==> config.mk <==
export PLATFORM = sky130hd
export DESIGN_NAME = uvsq_seq
export DESIGN_NICKNAME = d
export VERILOG_FILES = /design/src/rtl/uvsq_pkg.sv /design/src/rtl/uvsq_seq.sv
export SDC_FILE = /design/constraint.sdc
export NUM_CORES = 1
export LEC_CHECK = 0
export ABC_CLOCK_PERIOD_IN_PS = 1890
export CAP_MARGIN = 20
export CORE_MARGIN = 5
export CORE_UTILIZATION = 50
export CTS_CLUSTER_DIAMETER = 50
export DETAILED_ROUTE_END_ITERATION = 12
export DONT_BUFFER_PORTS = 1
export PLACE_DENSITY = 0.78
export SYNTH_ARGS = -nofsm -noshare
export SYNTH_HDL_FRONTEND = slang
export SYNTH_SLANG_ARGS = --single-unit
==> constraint.sdc <==
create_clock -name clk -period 1.89 [get_ports clk]
set_clock_uncertainty 0.2 [all_clocks]
set_input_delay 0.378 -clock clk [delete_from_list [all_inputs] [get_ports clk]]
set_output_delay 0.378 -clock clk [all_outputs]
set_load 0.01 [all_outputs]
==> src/rtl/uvsq_pkg.sv <==
package uvsq_pkg;

  localparam int SINE_DEPTH  = 256;
  localparam int SINE_IDX_W  = $clog2(SINE_DEPTH + 1);
  localparam logic [63:0] HALF_PI_Q30 = 64'd1686629713;

  localparam int LON_W = 9;
  localparam int LAT_W = 8;

  localparam logic [2:0] REG_CENTER_X = 3'd0;
  localparam logic [2:0] REG_CENTER_Y = 3'd1;
  localparam logic [2:0] REG_CENTER_Z = 3'd2;
  localparam logic [2:0] REG_RADIUS   = 3'd3;
  localparam logic [2:0] REG_STEP     = 3'd4;
  localparam logic [2:0] REG_COLOR    = 3'd5;

  typedef logic [14:0] sine_tab_t [0:SINE_DEPTH];

  // one vertex to compute
  typedef struct packed {
    logic             valid;
    logic [LON_W-1:0] lon;
    logic [LAT_W-1:0] lat;
    logic             last;
  } vtx_req_t;

  // trig values of one vertex plus side payload
  typedef struct packed {
    logic               valid;
    logic signed [15:0] sin_lat;
    logic signed [15:0] cos_lat;
    logic signed [15:0] sin_lon;
    logic signed [15:0] cos_lon;
    logic [16:0]        u;
    logic [17:0]        v;
    logic               last;
  } vtx_trig_t;

  // quarter-wave table, integer taylor series in q30, rounded to q1.14
  function automatic sine_tab_t build_sine();
    sine_tab_t          t;
    logic [63:0]        x;
    logic [63:0]        x2;
    logic [63:0]        term;
    logic signed [63:0] sum;
    logic signed [63:0] q;
    for (int i = 0; i <= SINE_DEPTH; i++) begin
      x = (64'(i) * HALF_PI_Q30) / SINE_DEPTH;
      x2 = (x * x) >> 30;
      term = x;
      sum = $signed(x);
      for (int k = 1; k <= 12; k++) begin
        term = ((term * x2) >> 30) / 64'((2 * k) * (2 * k + 1));
        if (k % 2 == 1) sum = sum - $signed(term);
        else sum = sum + $signed(term);
      end
      if (sum < 0) sum = 0;
      q = (sum + 64'sd32768) >>> 16;
      if (q > 64'sd16384) q = 64'sd16384;
      t[i] = q[14:0];
    end
    return t;
  endfunction

  localparam sine_tab_t SINE_TAB = build_sine();

  function automatic logic signed [15:0] sin_q14(input logic [15:0] ph);
    logic [1:0]                  quad;
    logic [13:0]                 frac;
    logic [14+SINE_IDX_W:0]      prod;
    logic [SINE_IDX_W:0]         pf;
    logic [14:0]                 val;
    quad = ph[15:14];
    frac = ph[13:0];
    prod = (($bits(prod))'(frac) * ($bits(prod))'(SINE_DEPTH)) + ($bits(prod))'(8192);
    pf = prod[14+SINE_IDX_W:14];
    if (pf > ($bits(pf))'(SINE_DEPTH)) pf = ($bits(pf))'(SINE_DEPTH);
    if (quad[0]) pf = ($bits(pf))'(SINE_DEPTH) - pf;
    val = SINE_TAB[pf[SINE_IDX_W-1:0]];
    return quad[1] ? -$signed({1'b0, val}) : $signed({1'b0, val});
  endfunction

  // round to nearest, ties away from zero, then drop 14 bits
  function automatic logic signed [33:0] round_q14(input logic signed [47:0] a);
    logic [47:0] mag;
    logic [47:0] r;
    mag = a[47] ? 48'(-a) : 48'(a);
    r = (mag + 48'd8192) >> 14;
    return a[47] ? -$signed(r[33:0]) : $signed(r[33:0]);
  endfunction

endpackage

==> src/rtl/uvsq_seq.sv <==
module uvsq_seq
  import uvsq_pkg::*;
(
  input  logic       clk,
  input  logic       rst,
  input  logic       start,
  input  logic [7:0] longitude_index,
  input  logic [6:0] latitude_index,
  output logic       busy,
  output vtx_req_t   req
);

  logic       active;
  logic [1:0] idx;
  logic [7:0] lon;
  logic [6:0] lat;
  logic       take;

  assign busy = active && (idx != 2'd3);
  assign take = start && !busy;

  always_ff @(posedge clk) begin
    if (rst) begin
      active <= 1'b0;
      idx <= 2'd0;
    end else if (take) begin
      active <= 1'b1;
      idx <= 2'd0;
    end else if (active) begin
      idx <= idx + 2'd1;
      if (idx == 2'd3) active <= 1'b0;
    end
  end

  always_ff @(posedge clk) begin
    if (take) begin
      lon <= longitude_index;
      lat <= latitude_index;
    end
  end

  // corner order: (lon,lat+1) (lon+1,lat+1) (lon+1,lat) (lon,lat)
  always_comb begin
    req.valid = active;
    req.last = (idx == 2'd3);
    req.lon = (idx == 2'd1 || idx == 2'd2) ? LON_W'(lon) + LON_W'(1) : LON_W'(lon);
    req.lat = (idx == 2'd0 || idx == 2'd1) ? LAT_W'(lat) + LAT_W'(1) : LAT_W'(lat);
  end

endmodule

==> results list, run 1 <==
- Root Buffer: sky130_fd_sc_hd__clkbuf_4
* Antenna cell count: 0
- After the last flow step, the layout net total stands at 140.
* Area share of the largest cell type after synthesis: 49.8%
- Following the worst setup path forward leads to its endpoint at req[13].
- Clock latency on the worst-skew pair: 0.29 ns
- Max Freq: 446 MHz
* Data arrival time at the worst-slack endpoint: 1.67 ns
- The worst setup path is of the reg -> out kind.
- In this run, the clock network consumes between 20% and 30% of the power.
* M2 GR Usage: between 30% and 40%
- Number of H-tree branching levels: 1
* Largest vdd supply drop: a little under 700 uV
* Net switching share of the total power: 27.1%
- Max-slew violation total from the final report: 0
- Endpoint kind of the worst setup timing path: output pin
* Detailed placer's ending HPWL: 1.48 mm
- Averaged over all synthesized cells, the footprint is 12.2 um^2.
- Hold Crit Class: in -> reg
- In this run, synthesis produced a sequential element count of 18.
* Post-layout worst setup margin: -0.354 ns
- CTS tree: yes
- In the global route stage, overall resource usage came out at 20.3%.
- In this run the tightest slew margin relative to its limit is 76.1%.
- Highest-utilization routing layer at the global route stage: met2
- The analysis attributes to net switching a power of 0.000262 W.
- By area the synthesized netlist is led by sky130_fd_sc_hd__edfxtp_1, sky130_fd_sc_hd__xnor2_1, sky130_fd_sc_hd__ha_1, sky130_fd_sc_hd__dfxtp_1, sky130_fd_sc_hd__nor2_1.
- Number of iterations in the first detailed-routing pass: 6
* Combinational fraction of design power: around 25%
- The number of clock buffers added by TritonCTS is 3.
* Height of the chip: 52.5 um
- The first global-routing pass estimated 3.83 mm of wire.
- The share of the Yosys chip area taken by registers is 56.4%.
- Timing analysis after detailed placement gives a worst setup slack of 0.00424 ns.
- Global routing consumed, on the met1 layer, 22.3% of the routing resources.
* Finished Layout Cells: 141
- Share of async-settable or async-resettable flops after synthesis: 0%
- Routed length per placed instance: 21.8 um
* Routing usage on met3: about 3.7%
- Outcome: finished, violations left
- Setup repair after global routing could not meet its margin everywhere.
- The final reports fail on setup timing.
* Area overhead of the layout relative to synthesis: 72.9%
- The filler cells instantiated in the layout total 66.
- Worst reg2reg endpoint: lon[7]$_DFFE_PP_
- The initial antenna violation count was 0.
* Max-capacitance violation count: 0
- Final WL: about 3.1 mm
- Die width: around 53 um
- Worst Path Required: 1.31 ns
- The floorplan has 15 rows.
- Effective utilization at floorplan: 52.4%
- In this run the cell area of the synthesized design comes to 905 um^2.
- Reg2Reg Depth: 6
- The core region is 1730 um^2.
- The most used flip-flop cell after synthesis is sky130_fd_sc_hd__edfxtp_1.
- Synthesized instance count: 74
- Internal power comes to 0.000705 W.
- Number of antenna-violating nets in the routed design: 0
- The routed layout has 778 vias.
- The total overflow left after global routing is 0.
* Number of DRC markers after the initial detailed-route iteration: 18
- During synthesis, Yosys emitted a total of 0 warnings.
* Clk pin slew, worst setup/hold paths: 0.11 ns
- The worst path uses 119% of the clock period.
- Leading cell type by number of instances after synthesis: sky130_fd_sc_hd__edfxtp_1
* Fraction of final layout cells with drive strength greater than 1: 51.7%
- After layout, the minimum clock period comes to 2.24 ns.
- Routed via count divided by cell count: 5.52
- Vias in the first global route: ~800
- FF-to-FF setup slack: roughly 0.24 ns
- Area of the die: roughly 2800 um^2
* Leading post-synthesis cells by instance count: sky130_fd_sc_hd__edfxtp_1, sky130_fd_sc_hd__nor2_1, sky130_fd_sc_hd__xnor2_1
- In the routed design, unresolved DRC markers number 0.
- In this run the worst setup path begins at idx[0]$_SDFFE_PP0P_.
* Part of the total power dissipated in sequential elements: 50.2%
* Leakage power summed over all cells: 0.600 nW
* Post-Route Utilization: between 90% and 100%
- Pin placement for this block handled 38 I/O pins.
- Biggest fanout along the worst timing path: 4
- Number of flops mapped to enable cells by yosys: 15
* Maximum number of buffers from clock root to sink: 2
- Number of placed instances, taps included: around 110
- Setup violations remaining at the end of the flow were counted as 17.
- Maximum number of pins on one net before global-route repair: 11
- Buffers placed on the I/O ports in this run total 0.
- The netlist uses 21 different library cells.
* Reg-to-Reg Start: idx[1]$_SDFFE_PP0P_
- Startpoint type of the worst setup path: flip-flop
* Gpl congestion: 0.711
- Largest area contributor in the synthesized netlist: sky130_fd_sc_hd__edfxtp_1
- For this design the ratio of total power to cell area is between 600 and 700 nW/um^2.
- The tree built by TritonCTS fans out to 18 sinks.
- Sum Neg Setup Slack: -3.75 ns
* Fin. Hold Viols: 0
- Worst Hold Path Cells: 2
- Net count of the mapped netlist: 97
* Worst-Margin Slew: approximately 0.36 ns
[routing by layer]
metal / up-vias / wire (um)
li1: 351 / -
met1: 386 / 1140
met2: 33 / 1660
met3: 8 / 154
met4: 0 / 123
met5: - / 0
[cell type report]
type | count | area [um^2] | share of cell area, %
Inverter | 2 | 10.0 | 0.640
Sequential cell | 18 | 513 | 32.8
Tap cell | 25 | 31.3 | 2.00
Clock buffer | 4 | 36.3 | 2.32
Timing Repair Buffer | 40 | 372 | 23.8
Multi-Input combinational cell | 52 | 602 | 38.5
[worst min-delay path by stage]
stage / startpoint / slack [ns] / endpoint
2_1_floorplan: rst / 0.25 / active$_SDFF_PP0_
3_3_place_gp: rst / 0.25 / idx[0]$_SDFFE_PP0P_
3_5_place_dp: rst / 0.25 / idx[0]$_SDFFE_PP0P_
4_1_cts: start / 0.005 / active$_SDFF_PP0_
5_1_grt: start / 0.007 / active$_SDFF_PP0_
6_report: start / 0.01 / active$_SDFF_PP0_
[layout by cell type, fill, tap and decap left out]
cell type / instances
sky130_fd_sc_hd__nor2_1: 6
sky130_fd_sc_hd__a31oi_1: 1
sky130_fd_sc_hd__xnor2_2: 7
sky130_fd_sc_hd__mux2_4: 2
sky130_fd_sc_hd__dfxtp_2: 2
sky130_fd_sc_hd__inv_2: 1
sky130_fd_sc_hd__buf_6: 5
sky130_fd_sc_hd__edfxtp_1: 15
sky130_fd_sc_hd__dfxtp_1: 1
sky130_fd_sc_hd__dlygate4sd3_1: 16
sky130_fd_sc_hd__buf_4: 18
sky130_fd_sc_hd__xor2_2: 2
sky130_fd_sc_hd__o211a_4: 1
sky130_fd_sc_hd__xor2_1: 1
sky130_fd_sc_hd__nand2_4: 1
sky130_fd_sc_hd__nor2_4: 4
sky130_fd_sc_hd__nor2_2: 1
sky130_fd_sc_hd__nor2b_4: 1
sky130_fd_sc_hd__a32oi_1: 1
sky130_fd_sc_hd__o2111ai_4: 1
sky130_fd_sc_hd__nand4_2: 1
sky130_fd_sc_hd__nand3_4: 1
sky130_fd_sc_hd__ha_1: 2
sky130_fd_sc_hd__buf_12: 1
sky130_fd_sc_hd__xnor2_1: 2
sky130_fd_sc_hd__clkbuf_4: 3
sky130_fd_sc_hd__nand2_1: 4
sky130_fd_sc_hd__nand3_1: 1
sky130_fd_sc_hd__xor2_4: 1
sky130_fd_sc_hd__nand4_1: 5
sky130_fd_sc_hd__nor2b_2: 1
sky130_fd_sc_hd__inv_4: 1
sky130_fd_sc_hd__clkbuf_8: 1
sky130_fd_sc_hd__ha_4: 3
sky130_fd_sc_hd__o21ai_4: 1
sky130_fd_sc_hd__nor3b_1: 1
[power groups by stage]
stage           logic, W  registers, W  clock network, W
5_1_grt         0.000256      0.000488          0.000261
6_report        0.000245      0.000486          0.000236
3_5_place_dp    0.000118      0.000487                 0
3_3_place_gp    0.000114      0.000484                 0
4_1_cts         0.000204      0.000480          0.000239
2_1_floorplan  0.0000834      0.000482                 0
[flip-flops by register name, indices dropped and copies added (netlist names)]
signal / count
lon: 8
idx: 2
lat: 7
active: 1
[per-stage QoR]
step           hold WS, ns  instance area (um^2)  total power (W)
6_report            0.0126                  1560         0.000967
5_1_grt            0.00724                  1560          0.00101
4_1_cts            0.00522                  1440         0.000924
3_5_place_dp         0.254                  1010         0.000604
3_3_place_gp         0.251                  1010         0.000599
2_1_floorplan        0.250                   907         0.000565
[worst max-delay path, stage by stage, from the launching register on]
cell                      delay [ns]
sky130_fd_sc_hd__dfxtp_2        0.37
sky130_fd_sc_hd__inv_2          0.06
sky130_fd_sc_hd__ha_4           0.29
sky130_fd_sc_hd__nand4_1        0.15
sky130_fd_sc_hd__buf_4          0.19
sky130_fd_sc_hd__xnor2_2        0.15
sky130_fd_sc_hd__buf_4          0.16
[timing repair]
item | CTS | global route
gates cloned | 0 | 0
resized for setup | 36 | 14
pin swaps | 17 | 14
hold buffers | 16 | 0
hold endpoints to repair | 18 | 0
endpoints found under the setup margin | 18 | 18
setup buffers | 6 | 7
[kinds of logic after synthesis]
kind of cell             after synthesis  synth area share, %
flip-flops                            18                 56.4
AND/OR/NAND/NOR                       27                 14.8
adder cells (fa/ha/maj)                5                 6.92
XOR/XNOR                              13                 12.6
AO/OA/AOI/OAI                          5                 4.29
buffers and inverters                  4                 2.49
multiplexers                           2                 2.49
Note: power is estimated with default switching activity, not from simulation.
==> run 2: changes to the inputs <==
ABC_CLOCK_PERIOD_IN_PS = 2200   (was 1890)
PLACE_DENSITY = 0.75   (was 0.78)
clock period = 2.2 ns   (was 1.89 ns; I/O delays follow)
==> run 2 against run 1 <==
Against the previous run:
- the flow now finishes without violations
- sequential share of layout area increased by 15 points
- core utilization is 27 points lower
- cell area down 30%
- power decreased by 31%
- critical path depth shrank 1
- count of clock-buffer cells in the layout fell by 1
- sequential power shrank 15%
- first-iteration DRC count fell by 78%
- wire length decreased by 49%
- largest power group unchanged
- highest routed layer unchanged
==> results list, run 2 (synthesis gave the netlist of run 1 again) <==
* Outcome: completed
- Setup violations remaining at the end of the flow were counted as 0.
- The initial antenna violation count is 0.
- The post-route netlist has approximately 31% of its cells at a drive strength greater than 1.
- Reg-to-Reg Start: idx[0]$_SDFFE_PP0P_
- Max-slew violation total from the final report: 0
- The critical path in this run is classified as reg -> out.
* Detailed placer's ending HPWL: 1.21 mm
- The finished layout holds 108 standard cells, fillers aside.
* Gpl congestion: 0.746
* Endpoint kind of the worst setup timing path: output pin
- Across the VDD grid, the largest voltage drop is slightly above 500 uV.
- Data on the critical path is required at its endpoint by 1.56 ns.
* Most frequent cells in the layout: sky130_fd_sc_hd__edfxtp_1, sky130_fd_sc_hd__xnor2_1, sky130_fd_sc_hd__nor2_1
* Data arrival time at the worst-slack endpoint: around 1.5 ns
- Derived from the worst setup path, the maximum achievable clock frequency is between 400 and 500 MHz.
- Final WL: 1.58 mm
- In the final layout, the multi-input gates occupy 452 um^2.
- Biggest register: lon
- Across the run, the number of max-cap violations was 0.
- After filler insertion, the fill cell instance count of the layout stands at 139.
* Number of placed instances, taps included: a little under 100
* Worst reg2reg endpoint: lon[7]$_DFFE_PP_
- Counting cells, the worst reg-to-reg path comes to 5.
- First-pass GRT wire length: 2.49 mm
- DRC violations left: 0
* Effective utilization at floorplan: 52.4%
- Registers take between 500 and 600 um^2.
* Fin. Hold Viols: 0
- Number of placed I/O pins: 38
* Hold Crit Class: in -> reg
* Number of placement rows: 15
* Worst Hold Path Cells: 1
- CTS built an H-tree with a depth of 1.
* Number of antenna-violating nets in the routed design: 0
- Count of input and output buffers: 0
- For this run the aggregate overflow at the end of global routing stands at 0.
* Area of the die: ~2800 um^2
* Number of nets in the final layout: 107
- Total global-route track usage: 12.9%
- Number of iterations in the first detailed-routing pass: 4
- Die width: approximately 53 um
- TritonCTS built the clock tree.
* Clock buffer count from CTS: 3
* Clock latency on the worst-skew pair: 0.28 ns
* Regs by FF count: lon: 8 flops, lat: 7 flops, idx: 2 flops
* Launch point of the worst path: idx[0]$_SDFFE_PP0P_
* Area overhead of the layout relative to synthesis: 20.5%
* Leakage power summed over all cells: 0.375 nW
- Maximum number of buffers from clock root to sink: 2
* Number of vias after detailed routing: 593
* Cell area power density: ~620 nW/um^2
- Of all nets on the critical path, the largest fanout is 3.
- Clk pin slew, worst setup/hold paths: about 0.09 ns
* Clock sinks: 18
* Number of DRC markers after the initial detailed-route iteration: 4
- FF-to-FF setup slack: ~0.4 ns
* Worst-Margin Slew: 0.342 ns
- Antenna cell count: 0
* Share of the clock period used by the worst path after layout: 96.3%
* Max reg flops: 8
- Normalized max-slew margin: between 70 and 80%
- Leaving out fill and tap cells, the most frequent cell in the layout is sky130_fd_sc_hd__edfxtp_1.
* RSZ-0062 raised after global routing: yes
- Startpoint type of the worst setup path: flip-flop
- Routed via count divided by cell count: 5.49
* Maximum number of pins on one net before global-route repair: 16
- Height of the chip: around 53 um
- The tightest hold path in the finished design has a slack of 0.0145 ns.
- The most critical setup path has its endpoint at req[14].
- Core Area: approximately 1700 um^2
* Vias in the first global route: 601
- Routed length per placed instance: 14.6 um
* Post-route minimum period: 2.12 ns
- Root Buffer: sky130_fd_sc_hd__clkbuf_4
run 2: power by group:
group / switching, W / internal [W] / leakage (nW)
combinational: 0.0000552 / 0.0000458 / 0.191
sequential: 0.0000212 / 0.000392 / 0.169
clock: 0.0000913 / 0.0000659 / 0.0154
total: 0.000168 / 0.000504 / 0.375
run 2: repair_timing:
item                                   in CTS  in global routing
pin swaps                                   4                  8
endpoints found under the hold margin       1                  1
buffers inserted                            1                  2
setup endpoints to repair                   8                  9
hold buffers                                1                  1
gates resized for setup                     9                  9
run 2: worst min path at each step:
stage / start / to
5_1_grt: rst / active$_SDFF_PP0_
3_3_place_gp: idx[1]$_SDFFE_PP0P_ / idx[1]$_SDFFE_PP0P_
3_5_place_dp: rst / idx[1]$_SDFFE_PP0P_
6_report: rst / active$_SDFF_PP0_
4_1_cts: rst / idx[0]$_SDFFE_PP0P_
2_1_floorplan: idx[1]$_SDFFE_PP0P_ / idx[1]$_SDFFE_PP0P_
run 2: critical path, stage by stage, from the launching register on:
cell	delay [ns]
sky130_fd_sc_hd__dfxtp_4	0.37
sky130_fd_sc_hd__inv_2	0.05
sky130_fd_sc_hd__ha_4	0.26
sky130_fd_sc_hd__nand4_2	0.12
sky130_fd_sc_hd__nor2_2	0.19
sky130_fd_sc_hd__xor2_2	0.20
run 2: cell type report:
class,count,share of cell area [%]
Sequential cell,18,47.3
Inverter,2,0.689
Clock inverter,1,0.344
Tap cell,25,2.87
Multi-Input combinational cell,52,41.4
Timing Repair Buffer,7,5.28
Clock buffer,3,2.07
run 2: through the flow:
step                      setup TNS, ns  worst slack [ns]  util (%)  power, W  area [um^2]
after floorplan                       0             0.188         -  0.000485          905
after detailed placement              0             0.223      54.2  0.000501          936
after CTS                             0           0.00950      59.6  0.000666         1030
after global routing            -0.0271           -0.0138      63.1  0.000706         1090
after global placement                0             0.280      54.2  0.000499          936
final                                 0            0.0815      63.1  0.000671         1090
run 2: per-layer routing:
metal  track usage (%)  part of all wire, %
met5                 0                    0
met3              5.13                   11
met4              8.94                  2.8
met1              10.9                   34
met2              24.0                   53
==> run 3: changes to the inputs <==
ABC_CLOCK_PERIOD_IN_PS = 2000   (was 2200)
CORE_ASPECT_RATIO = 0.7   (was default)
CORE_UTILIZATION = 40   (was 50)
PLACE_DENSITY = 0.64   (was 0.75)
clock period = 2 ns   (was 2.2 ns; I/O delays follow)
==> run 3 against run 2 <==
Against the previous run:
- the flow now finishes with violations (setup timing)
- hold slack gained 0.0089 ns
- register-to-register slack got worse by 0.22 ns
- count of clock-buffer cells in the layout increased by 1
- sequential power up 11%
- die area up 21%
- critical path depth stayed put
- combinational power grew 65%
- cell area up 28%
- setup slack got worse by 0.19 ns
- global-route usage increased by 0.69 points
- core utilization rose by 1.5 points
- first-iteration DRC count grew to 8.8 times the previous value
- critical path type unchanged
- highest routed layer unchanged
==> results list, run 3 (synthesis gave the netlist of run 1 again) <==
- The first routing iteration left 35 violations.
- Place WS: 0.0439 ns
- The first global-routing pass estimated 3.19 mm of wire.
- Summed over all layers, the routed wires come to 2.12 mm.
* Worst-Margin Slew: approximately 0.72 ns
- For hold timing, the worst endpoint is active$_SDFF_PP0_.
* Share of the clock period used by the worst path after layout: 105%
* Leakage power summed over all cells: 0.508 nW
- Routed length on met3: between 150 and 200 um
* CTS tree: yes
- Counting instances, the worst hold path has a depth of 2.
- Biggest fanout along the worst timing path: 4
- Dividing the detail-routed wire length by the instance count gives 15.3 um.
- Part of the total power dissipated in sequential elements: 54.1%
* Die width: 66.8 um
- Post-Route Hold Slack: around 0.023 ns
- Number of H-tree branching levels: 1
* Met2 wire length: 1.17 mm
* Number of nets in the final layout: 130
- Endpoint kind of the worst setup timing path: output pin
* Area of the die: around 3300 um^2
* Tot Pwr: 0.000844 W
- For flop-to-flop paths, the worst setup slack is roughly 0.17 ns.
* Data arrival time at the worst-slack endpoint: about 1.5 ns
* Slowest cell on the critical path: sky130_fd_sc_hd__dfxtp_2
- Counting the buffers created by CTS gives 3.
- Total global-route track usage: a little over an eighth
- In this run the top signal layer used is met4.
- Max reg flops: 8
- Of the total power, combinational logic draws roughly a fifth.
- Leading cell type in the layout, fill and taps excluded: sky130_fd_sc_hd__dlygate4sd3_1
- Fin. Hold Viols: 0
* Biggest register: lon
- Type of the worst setup path: reg -> out
* Portion of total power attributed to the clock network: 26.0%
* Antenna cell count: 0
- Summed over all nets, the switching power comes to ~0.00021 W.
- Setup-failing EPs final: 10
- Detailed placer's ending HPWL: 1.36 mm
- Entering global routing, the biggest net connects 16 pins.
- After detailed placement, the total cell area comes to ~970 um^2.
- Post-route minimum period: 2.10 ns
* Number of placement rows: 14
* Vias in the first global route: 677
- The largest registers in the layout are lon: 8 flops, lat: 7 flops, idx: 2 flops.
* Clk pin slew, worst setup/hold paths: 0.10 ns
- Effective utilization at floorplan: 42.0%
- The startpoint identified for the worst hold timing path is start.
* Layout fillers: 166
- Initial antenna violation count: 0
- Post-layout worst setup margin: -0.104 ns
- Once detail routing completed, the nets flagged for antenna violations numbered 0.
- List of cells traversed by the critical path: inv_2 > ha_4 > nand4_1 > nor2_1 > xor2_1
- In this run the tool buffered the top-level ports with 0 buffer cells.
- Reg-to-Reg Start: idx[0]$_SDFFE_PP0P_
- Most frequent cells in the layout: sky130_fd_sc_hd__dlygate4sd3_1, sky130_fd_sc_hd__edfxtp_1, sky130_fd_sc_hd__buf_4
* Number of iterations in the first detailed-routing pass: 3
* Startpoint type of the worst setup path: flip-flop
- In this run the tightest slew margin relative to its limit is 51.8%.
- Of the cells placed in the final design, the portion with a size suffix greater than 1 is 44.3%.
* Final design area excluding fillers: 1390 um^2
- The congestion estimate from routability-driven global placement came to 0.708.
- Height of the chip: 49.8 um
* Internal power component: 0.000633 W
- Clock latency on the worst-skew pair: 0.29 ns
- STA puts the critical path data required time at 1.40 ns.
* Sum Neg Setup Slack: -0.629 ns
- Cell area power density: 606 nW/um^2
- RSZ-0062 raised after global routing: yes
- Dividing the detail-routed via count by the number of cells gives 4.84.
* Reg2Reg Depth: 4
- The final reports fail on setup timing.
* Max-capacitance violation count: 0
* Outcome: finished, violations left
- The endpoint identified for the worst register-to-register timing path is lon[3]$_DFFE_PP_.
- Number of placed I/O pins: 38
- DRC violations left: 0
- Root Buffer: sky130_fd_sc_hd__clkbuf_4
* Area overhead of the layout relative to synthesis: 53.8%
- Maximum number of buffers from clock root to sink: 2
* Max Freq: 475 MHz
- The path class of the tightest hold or removal check is in -> reg.
- Worst stage delay on the critical path: 0.36 ns
- Of the total power, the share spent switching nets is around 25%.
- The detailed router placed 668 vias in this run.
- Core Area: 2150 um^2
- Largest vdd supply drop: slightly below 400 uV
* Clock sinks: 18
- Wire length the detailed router placed on met1: roughly 720 um
* Overall overflow remaining after global route: 0
- The total count of max-transition violations in the final report is 0.
-- run 3: cell types whose count changed in the layout (fill, tap and decap cells not counted), moves of 3 or more --
cell	delta
sky130_fd_sc_hd__dlygate4sd3_1	+14
sky130_fd_sc_hd__buf_4	+9
sky130_fd_sc_hd__ha_1	-3
sky130_fd_sc_hd__ha_2	+3
sky130_fd_sc_hd__xnor2_1	-3
-- run 3: power by group through the flow --
stage                     combinational (W)  clock, W  sequential [W]
final                              0.000167  0.000219        0.000457
after floorplan                   0.0000788         0        0.000456
after detailed placement          0.0000974         0        0.000461
after global routing               0.000181  0.000249        0.000460
after CTS                          0.000155  0.000226        0.000457
after global placement            0.0000955         0        0.000460
-- run 3: final cells by class --
| cell class | instances | area [um^2] | area share, % |
|---|---|---|---|
| multi-input combinational | 52 | 529 | 38.0 |
| clock buffer | 4 | 36.3 | 2.61 |
| inverter | 2 | 7.51 | 0.540 |
| sequential | 18 | 513 | 36.9 |
| tap | 32 | 40.0 | 2.88 |
| timing repair buffer | 30 | 265 | 19.1 |
-- run 3: per-layer routing --
metal	vias to the layer above	GRT usage (%)
met5	-	0
met4	0	7.09
met3	5	6.59
met2	20	24.3
met1	316	12.6
li1	327	-
-- run 3: worst max path at each step --
| stage | from | endpoint | slack, ns | cells past startpoint |
|---|---|---|---|---|
| detailed placement | idx[0]$_SDFFE_PP0P_ | req[14] | 0.04 | 5 |
| floorplan | idx[0]$_SDFFE_PP0P_ | req[16] | 0.12 | 6 |
| global placement | idx[0]$_SDFFE_PP0P_ | req[16] | 0.09 | 5 |
| CTS | lon[0]$_DFFE_PP_ | req[15] | -0.12 | 4 |
| global route | idx[0]$_SDFFE_PP0P_ | req[15] | -0.22 | 5 |
| finish | idx[0]$_SDFFE_PP0P_ | req[15] | -0.10 | 5 |
-- run 3: worst max-delay path: cells and delay by family (launching register included) --
kind	cells	cell delay (ns)
XOR/XNOR	1	0.27
adder cells (fa/ha/maj)	1	0.29
flip-flops	1	0.36
AND/OR/NAND/NOR	2	0.24
buffers and inverters	1	0.06
-- run 3: timing repair --
item                       CTS  global route
hold buffers                16             0
resized for setup           26             8
setup buffers                5             4
setup endpoints to repair   17            17
pin swaps                    8             8
hold endpoints to repair    18             0
-- run 3: through the flow --
step / cells / utilization [%]
detailed placement: 109 / 45.0
CTS: 134 / 61.8
global placement: 109 / 45.0
finish: 138 / 64.6
global route: 138 / 64.6
floorplan: 74 / -
